--- config.mk ---
export PLATFORM = sky130hd
export DESIGN_NAME = ccvg_front
export DESIGN_NICKNAME = d
export VERILOG_FILES = /design/src/design/ccvg_pkg.sv /design/src/design/ccvg_front.sv
export SDC_FILE = /design/constraint.sdc
export NUM_CORES = 1
export LEC_CHECK = 0
export BUFFER_PORTS_ARGS = -buffer_cell sky130_fd_sc_hd__buf_2
export CAP_MARGIN = 20
export CELL_PAD_IN_SITES_DETAIL_PLACEMENT = 1
export CELL_PAD_IN_SITES_GLOBAL_PLACEMENT = 1
export CORE_ASPECT_RATIO = 1.25
export CORE_MARGIN = 5
export CORE_UTILIZATION = 46
export DETAILED_ROUTE_END_ITERATION = 16
export GPL_ROUTABILITY_DRIVEN = 0
export PLACE_DENSITY_LB_ADDON = 0.15
export SYNTH_ARGS = -nofsm -noshare
export SYNTH_HDL_FRONTEND = slang
export SYNTH_SLANG_ARGS = --single-unit
--- constraint.sdc ---
create_clock -name clk -period 3 [get_ports clk]
set_input_delay 0.3 -clock clk [delete_from_list [all_inputs] [get_ports clk]]
set_output_delay 0.3 -clock clk [all_outputs]
set_load 0.01 [all_outputs]
--- src/design/ccvg_pkg.sv ---
// Shared types and constants for the character cell video generator.
// No dependencies; every other design file imports this package.
`timescale 1ns / 1ps

package ccvg_pkg;

    localparam int CMD_W             = 3;
    localparam int ADDR_W            = 10;
    localparam int DATA_W            = 8;
    localparam int PIX_W             = 8;
    localparam int LINE_W            = 3;
    localparam int SCREEN_CELLS_DEF  = 768;
    localparam int PATTERN_BYTES_DEF = 1024;
    localparam int COLUMNS           = 32;
    localparam int COL_BITS          = $clog2(COLUMNS);
    localparam int INV_BIT           = 7;

    localparam logic [LINE_W-1:0] LAST_LINE = 3'd7;

    localparam logic [CMD_W-1:0] CMD_WR_SCREEN  = 3'd0;
    localparam logic [CMD_W-1:0] CMD_RD_SCREEN  = 3'd1;
    localparam logic [CMD_W-1:0] CMD_WR_PATTERN = 3'd2;
    localparam logic [CMD_W-1:0] CMD_RD_PATTERN = 3'd3;
    localparam logic [CMD_W-1:0] CMD_REFRESH    = 3'd4;

    localparam logic KIND_READ = 1'b0;
    localparam logic KIND_ROW  = 1'b1;

    typedef enum logic [2:0] {
        OP_WR_SCREEN,
        OP_RD_SCREEN,
        OP_WR_PATTERN,
        OP_RD_PATTERN,
        OP_RD_ZERO,
        OP_REFRESH
    } op_t;

    typedef struct packed {
        op_t               op;
        logic [ADDR_W-1:0] addr;
        logic [DATA_W-1:0] data;
    } q_item_t;

endpackage

--- src/design/ccvg_front.sv ---
// Front end: accepts bus items, decodes them and queues the ones with work.
// Depends on ccvg_pkg.
`timescale 1ns / 1ps

module ccvg_front #(
    parameter int SCREEN_CELLS  = ccvg_pkg::SCREEN_CELLS_DEF,
    parameter int PATTERN_BYTES = ccvg_pkg::PATTERN_BYTES_DEF
) (
    input  logic                          clk,
    input  logic                          rst_n,
    input  logic                          in_valid,
    output logic                          in_ready,
    input  logic [ccvg_pkg::CMD_W-1:0]    command,
    input  logic [ccvg_pkg::ADDR_W-1:0]   address,
    input  logic [ccvg_pkg::DATA_W-1:0]   write_data,
    input  logic                          clearing,
    output logic                          q_valid,
    output ccvg_pkg::q_item_t             q_item,
    input  logic                          q_pop
);
    import ccvg_pkg::*;

    localparam int Q_DEPTH = 2;

    q_item_t     entry_reg [Q_DEPTH];
    logic        wr_ptr_reg;
    logic        rd_ptr_reg;
    logic [1:0]  count_reg;
    logic [1:0]  count_next;
    logic        keep;
    op_t         dec_op;
    logic        in_scr;
    logic        in_pat;
    logic        push;

    assign in_scr = (32'(address) < 32'(SCREEN_CELLS));
    assign in_pat = (32'(address) < 32'(PATTERN_BYTES));

    always_comb
    begin
        keep   = 1'b0;
        dec_op = OP_RD_ZERO;
        unique case (command)
            CMD_WR_SCREEN:
            begin
                keep   = in_scr;
                dec_op = OP_WR_SCREEN;
            end
            CMD_RD_SCREEN:
            begin
                keep   = 1'b1;
                dec_op = in_scr ? OP_RD_SCREEN : OP_RD_ZERO;
            end
            CMD_WR_PATTERN:
            begin
                keep   = in_pat;
                dec_op = OP_WR_PATTERN;
            end
            CMD_RD_PATTERN:
            begin
                keep   = 1'b1;
                dec_op = in_pat ? OP_RD_PATTERN : OP_RD_ZERO;
            end
            CMD_REFRESH:
            begin
                keep   = in_scr;
                dec_op = OP_REFRESH;
            end
            default:
            begin
                keep   = 1'b0;
                dec_op = OP_RD_ZERO;
            end
        endcase
    end

    assign in_ready   = !clearing && (count_reg != 2'(Q_DEPTH));
    assign push       = in_valid && in_ready && keep;
    assign q_valid    = (count_reg != 2'd0);
    assign q_item     = entry_reg[rd_ptr_reg];
    assign count_next = count_reg + 2'(push) - 2'(q_pop);

    always_ff @(posedge clk or negedge rst_n)
    begin
        if (!rst_n)
        begin
            wr_ptr_reg <= 1'b0;
            rd_ptr_reg <= 1'b0;
            count_reg  <= 2'd0;
        end
        else
        begin
            if (push)
                wr_ptr_reg <= !wr_ptr_reg;
            if (q_pop)
                rd_ptr_reg <= !rd_ptr_reg;
            count_reg <= count_next;
        end
    end

    always_ff @(posedge clk)
    begin
        if (push)
            entry_reg[wr_ptr_reg] <= '{op: dec_op, addr: address, data: write_data};
    end

endmodule

# --- Word level (Yosys, flattened, before mapping) ---
# Memories as Yosys holds them, arrays and structs flattened.
# Index checks and enable logic that the tools add are counted.
classes:
  n_eq_ne: 5
  add_sub_neg: 2
  reduce_logical: 10
  muxes: 5
  order_cmp: 1
ops:
  columns: ["op", "n"]
  rows:
  - ["3-bit case mux with 5 select lines", 1]
  - ["10-bit less-than comparator (second input constant)", 1]
  - ["3-bit by 2-bit equality test with 1-bit output (second input constant)", 2]
  - ["3-bit by 1-bit equality test with 1-bit output (second input constant)", 1]
  - ["3-bit equality test (second input constant)", 1]
  - ["1-bit logical AND", 3]
  - ["1-bit logical NOT", 3]
  - ["3-bit logical NOT", 1]
  - ["3-bit two-way mux", 1]
  - ["3-bit OR reduction", 1]
  - ["2-bit by 1-bit adder with 2-bit output", 1]
  - ["1-bit two-way mux", 2]
  - ["2-bit inequality test (second input constant)", 1]
  - ["1-bit case mux with 2 select lines", 1]
  - ["2-bit nonzero test", 1]
  - ["2-bit OR reduction", 1]
  - ["2-bit by 1-bit subtractor with 2-bit output", 1]
word_totals:
  n_memories: 1
  word_cells: 27
  ramBits: 42
  out_inout_bits: 23
  reg_bits: 4
  inputBits: 26
memory_table:
  columns: ["name", "words", "word_bits", "rd", "rd_ports_with_merged_regs", "write_ports", "line", "rtl"]
  rows:
  - ["entry_reg", 2, 21, 1, 0, 1, "ccvg_front.sv:25", "q_item_t entry_reg [Q_DEPTH];"]

# --- Logic depth before layout (Yosys ltp) ---
# Gate-level depths: netlist of the first run.
depth:
  word_depth: 6
  mapped_depth: 7
  ltp_nobuf: 7

# --- Worst setup path before layout of the first run ---
# Ideal clock, no wire load.
synth_path:
  path_type: "input-to-reg"
  start: "input address[9] (netlist name)"
  end: "memory entry_reg[0][0] (netlist name), enable pin"
  path_buffers: 0
  cell_stages: 3
  t_arrival_ps: 1676
  setup_time_ps: 399
  required_time_ps: 2601
  setup_slack_ps: 925
  path_cell_list: "a211oi_2 o2111ai_4 nor2_1"
synth_via:
  elab_chain_len: 5
synth_rtl:
  columns: ["item", "line", "rtl"]
  rows:
  - ["start: declaration", "ccvg_front.sv:14", "input logic [ccvg_pkg::ADDR_W-1:0] address,"]
  - ["10-bit less-than comparator", "ccvg_front.sv:36", "assign in_scr = (32'(address) < 32'(SCREEN_CELLS));"]
  - ["1-bit case mux with 2 select lines", "ccvg_front.sv:43", "unique case (command)"]
  - ["1-bit logical AND", "ccvg_front.sv:78", "assign push = in_valid && in_ready && keep;"]
  - ["1-bit two-way mux", "ccvg_front.sv:103", "if (push)"]
  - ["1-bit two-way mux (not written as such)", "ccvg_front.sv:104", "entry_reg[wr_ptr_reg] <= '{op: dec_op, addr: address, data: write_data};"]
  - ["end: declaration", "ccvg_front.sv:25", null]
# No other way between the ends.

==> impl_metrics.yaml, run 1 <==
logic_synthesis:
  synth_edf_count: 42
  synth_top_family_by_area: "multiplexers"
  ys_warn_count: 0
  synth_simple_gate_area_frac: 0.0272
  synth.distinct_cells: 20
  post_synth_mux_area_share: 0.132
  synthFlopType: "edfxtp_1"
  synthAdderAreaFrac: 0.0139
  synth_xor_area_frac: 0.0195
  ys_ff_latch: 46
  ys_top_cells_by_count: "edfxtp_1, mux2_2, dfrtp_1, nor2_1"
  yosys.cell_count.top_type: "edfxtp_1"
  yosysSeqAreaShare: 0.758
  syn_avg_cell_area_um2: 19.1
  synth_compound_area_frac: 0.0376
  async_reset_ff_frac: 0.0870
  yosysTopAreaCell: "edfxtp_1"
  syn-cell-area_um2: 1800
  syn_inst: 94
  syn-num-nets: 122
  synth_top_area_frac: 0.702
  synth_area_leaders: "edfxtp_1, mux2_2, dfrtp_1"
setup_path:
  r2r_slack_ns: 1.18
  startpoint: "rd_ptr_reg"
  path_max_fanout: 22
  critical_path_class: "flop to output pin"
  worst_setup_path_start_kind: "flop"
  arrival_ns: 1.80
  r2r_start: "count_reg[1]"
  cp-end-kind: "output pin"
  ff2ff_path_depth: 4
  cp.required_ns: 2.70
timing:
  fin_worst_skew_ns: 0.00179
  min_period_ns: 2.10
  worstMarginPinSlew_ns: 0.916
  clock.fmax_mhz: 475
  hold_violations: 0
  hold_slack_ns: 0.195
  setup_violations: 0
  slew_headroom: 0.389
  min_period_over_period: 0.701
  rsz0062_at_grt: "no"
  maxSlewViolCount: 0
  tns_ns: 0
placed_design:
  place_hpwl_um: 2460
  numPortBuffers: 48
  dpl.cell_count: 196
layout:
  fin_cells: 205
  num-fill-cells: 355
  largest_reg_flops: 42
  diodes: 0
  drive_above_1_share: 0.550
  syn2layout_area_growth_pct: 24.3
  nets: 178
  final_core_util: 0.590
pwr:
  p_seq_frac: 0.501
  swShare: 0.271
  p_sw_w: 0.000462
  pwr-share-comb: 0.239
  power.density_nw_per_um2: 763
  ir_drop_v: 0.000467
  clkPwrFrac: 0.260
  p_int_w: 0.00124
  p_leak_nw: 0.856
detailed_routing:
  wl_per_cell_um: 16.1
  via_per_inst: 4.82
  ant_nets: 0
  vias: 989
  drc: 0
  drtPass1Iterations: 4
  drt-total-wl_um: 3300
  drt_iter0_drc: 14
grt:
  grt_util_all_layers: 0.139
  grt_pass1_vias: 1109
  antenna_found_initial: 0
  grt-ovfl-total: 0
  grt_max_degree: 23
  grt_first_pass_wirelength_um: 5310
job:
  drv_cap: 0
die:
  boundaryPins: 49
  fp.coreArea_um2: 3780
  die_h_um: 79.9
  die_area_um2: 5260
  start_util: 0.474
  rows: 25
  die_w_um: 65.9
status:
  status: "completed"
clock_tree:
  clk_latency_ns: 0.29
  ctsResizeCount: 0
  numClockSinks: 46
  clock_path_buffers: 2
  cts_max_level: 2
  tritoncts: "built"
  clockRootBuffer: "clkbuf_8"
  cts_buffers: 5
  clk_pin_slew_ns: 0.08
min_path:
  min-delay-start: "write_data[4]"
  hold_depth: 1
  hold_path.class: "input pin to flop"
## layer usage
layer	wire, um	track usage	up-vias	share of wire
li1	-	-	464	-
met2	1750	0.250	31	0.53
met3	184	0.0408	5	0.056
met4	43	0.0498	0	0.013
met1	1320	0.152	489	0.40
met5	0	0	-	0
## what timing repair did
action / CTS / global route
endpoints found under the hold margin: 4 / 0
buffers inserted: 0 / 0
hold buffers: 1 / 0
endpoints found under the setup margin: 0 / 0
## layout make-up
| type | count | area (um^2) | share of cell area |
|---|---|---|---|
| flip-flops and latches | 46 | 1360 | 0.610 |
| well taps | 54 | 67.6 | 0.0303 |
| inverters | 3 | 11.3 | 0.00504 |
| repair buffers | 51 | 265 | 0.119 |
| multi-input cells | 43 | 418 | 0.187 |
| clock inverters | 3 | 40.0 | 0.0179 |
| clock buffers | 5 | 68.8 | 0.0308 |
## power by group through the flow
stage / sequential [W] / combinational, W / clock, W
6_report: 0.000853 / 0.000406 / 0.000444
5_1_grt: 0.000867 / 0.000447 / 0.000485
4_1_cts: 0.000857 / 0.000418 / 0.000454
3_5_place_dp: 0.000871 / 0.000417 / 0
3_3_place_gp: 0.000863 / 0.000403 / 0
2_1_floorplan: 0.000809 / 0.000306 / 0
## cell families after synthesis
kind of cell / count (synthesis)
adder cells (fa/ha/maj): 2
AO/OA/AOI/OAI: 6
flip-flops: 46
XOR/XNOR: 4
buffers and inverters: 5
multiplexers: 21
AND/OR/NAND/NOR: 10
## through the flow
step                power [W]  area (um^2)  worst slack (ns)
floorplan             0.00112         1800             0.925
global placement      0.00127         2110              1.06
detailed placement    0.00129         2110             0.972
CTS                   0.00173         2230             0.848
global route          0.00180         2230             0.778
finish                0.00170         2230             0.897
## placed cells by master, fill, tap and decap left out
cell type | synthesis | layout
nand2b_1 | 1 | 1
a21o_2 | 1 | 1
mux2_2 | 19 | 19
inv_1 | 3 | 3
clkbuf_8 | 0 | 5
dlygate4sd3_1 | 0 | 1
xnor2_1 | 3 | 3
xor2_1 | 1 | 1
and2b_1 | 1 | 1
nand2_1 | 2 | 2
bufinv_16 | 0 | 1
edfxtp_1 | 42 | 42
a211oi_2 | 1 | 1
o21ba_1 | 1 | 1
o21ai_0 | 2 | 2
nor2_2 | 0 | 2
ha_1 | 2 | 2
buf_2 | 2 | 48
clkinv_2 | 0 | 2
dfrtp_1 | 4 | 4
nor2_1 | 4 | 2
or2_2 | 1 | 1
o2111ai_4 | 1 | 1
buf_4 | 0 | 2
and2_1 | 1 | 1
mux2_1 | 2 | 2
## critical path, cell delays in order, from the launching register on
cell and delay [ns]:
dfrtp_1 0.95, mux2_2 0.42, buf_2 0.14
## final timing paths
path                                    end
max reg2reg                entry_reg[0][20]
min                         entry_reg[1][4]
min in group asynchronous      count_reg[1]
max in group asynchronous      count_reg[0]
max                              q_item[16]
min reg2reg                    count_reg[1]
Power figures use the tool's default switching activity.
==> run 2: changes to the inputs <==
- CORE_UTILIZATION: 46 -> 42
- clock period: 3 -> 2 ns (I/O delays scaled with it)
==> run 2 against run 1 <==
Clock skew increased by 0.0037 ns. Critical path depth rose by 5. Critical path type is now flop to flop. Cell count increased by 2.0%. Wire length fell by 6.4%. Non-clock buffer count is 2 higher. Combinational power grew 76%. Sequential power is 41% higher. Via count decreased by 1.0%. Die area is 8.2% higher.
==> impl_metrics.yaml, run 2 (synthesis results as in run 1) <==
status:
  status: "completed"
detailed_routing:
  ant_nets: 0
  wl_per_cell_um: 14.8
  drt_iter0_drc: 29
  drc: 0
  vias: 979
  drt-total-wl_um: 3090
  via_per_inst: 4.68
  drtPass1Iterations: 4
layout:
  syn2layout_area_growth_pct: 24.5
  final_cell_mix: "buf_2, edfxtp_1, mux2_2"
  final_common_cell: "buf_2"
  diodes: 0
  nets: 180
  drive_above_1_share: 0.556
  largest_reg_flops: 42
grt:
  grt_first_pass_wirelength_um: 5080
  grt_util_all_layers: 0.121
  grt_max_degree: 22
  grt_pass1_vias: 1132
  antenna_found_initial: 0
  grt-ovfl-total: 0
timing:
  min_period_ns: 1.66
  fin_worst_skew_ns: 0.00550
  rsz0062_at_grt: "no"
  worstMarginPinSlew_ns: 0.297
  slew_headroom: 0.802
  min_period_over_period: 0.831
  maxSlewViolCount: 0
  clock.fmax_mhz: 601
  setup_violations: 0
  hold_violations: 0
  tns_ns: 0
setup_path:
  worst_setup_path_start_kind: "flop"
  startpoint: "count_reg[1]"
  arrival_ns: 1.88
  cp.required_ns: 2.21
  r2r_start: "count_reg[1]"
  cp-end-kind: "flop"
  critical_path_class: "flop to flop"
  path_max_fanout: 4
die:
  fp.coreArea_um2: 4130
  start_util: 0.435
  rows: 26
  die_h_um: 83.1
  die_w_um: 68.5
  boundaryPins: 49
  die_area_um2: 5690
clock_tree:
  cts_buffers: 5
  numClockSinks: 46
  cts_max_level: 2
  tritoncts: "built"
  clockRootBuffer: "clkbuf_8"
  clk_pin_slew_ns: 0.09
  clk_latency_ns: 0.28
  cts_setup_buffers: 0
  clock_path_buffers: 2
min_path:
  hold_path.class: "input pin to flop"
  min-delay-start: "address[2]"
pwr:
  p_leak_nw: 0.852
  power.density_nw_per_um2: 1110
  total_power_w: 0.00247
  ir_drop_v: 0.000606
placed_design:
  numPortBuffers: 48
  place_hpwl_um: 2360
job:
  drv_cap: 0
==> run 2: cell count changes in the layout (fill, tap and decap cells not counted) <==
cell        previous run  this run
buf_4                  2         4
clkinv_2               2         0
bufinv_16              1         0
clkinv_4               0         1
clkinvlp_4             0         1
inv_6                  0         1
==> run 2: cell type report <==
cell class / instances / area (um^2)
clock buffer: 5 / 68.8
clock inverter: 3 / 25.0
fill: 439 / 1900
inverter: 3 / 11.3
multi-input combinational: 43 / 418
sequential: 46 / 1360
tap: 56 / 70.1
timing repair buffer: 53 / 280
==> run 2: per-layer routing <==
metal | vias to the layer above | wire length (um) | track usage
met3 | 2 | 196 | 0.0486
li1 | 471 | - | -
met5 | - | 0 | 0
met4 | 0 | 33 | 0.0380
met2 | 31 | 1720 | 0.222
met1 | 475 | 1140 | 0.115
==> run 2: final timing paths <==
path                            slack [ns]               end  depth (start not counted)
worst max-delay path                  0.34      count_reg[1]                          7
worst min register to register        0.52      count_reg[1]                          1
worst min-delay path                  0.09  entry_reg[1][10]                          1
min in group asynchronous             0.23      count_reg[0]                          2
max in group asynchronous             1.65        rd_ptr_reg                          2
worst max register to register        0.34      count_reg[1]                          7
==> run 2: critical path, cell delays in order, from the launching register on <==
cell and delay (ns):
dfrtp_1 0.42, nand2b_1 0.15, o2111ai_4 0.18, ha_1 0.31
inv_1 0.04, ha_1 0.18, xnor2_1 0.18, xnor2_1 0.14
==> run 2: report_power, final <==
part           switching [W]  internal, W  total (W)  leakage (nW)
Sequential         0.0000453      0.00116    0.00120         0.428
Combinational       0.000353     0.000363   0.000716         0.380
Clock               0.000304     0.000252   0.000556        0.0447
==> run 2: repair_timing <==
| action | in CTS | in global routing |
|---|---|---|
| gates resized for setup | 0 | 0 |
| hold endpoints to repair | 4 | 0 |
| hold buffers | 1 | 0 |
==> run 2: metrics by stage <==
stage	setup WS [ns]	hold slack [ns]	std cells	utilization	area [um^2]
global placement	0.301	0.0114	200	0.516	2130
finish	0.337	0.0937	209	0.541	2230
floorplan	0.0129	-0.0956	94	-	1800
CTS	0.307	0.0834	209	0.541	2230
global route	0.195	0.0697	209	0.541	2230
detailed placement	0.217	0.0133	200	0.516	2130
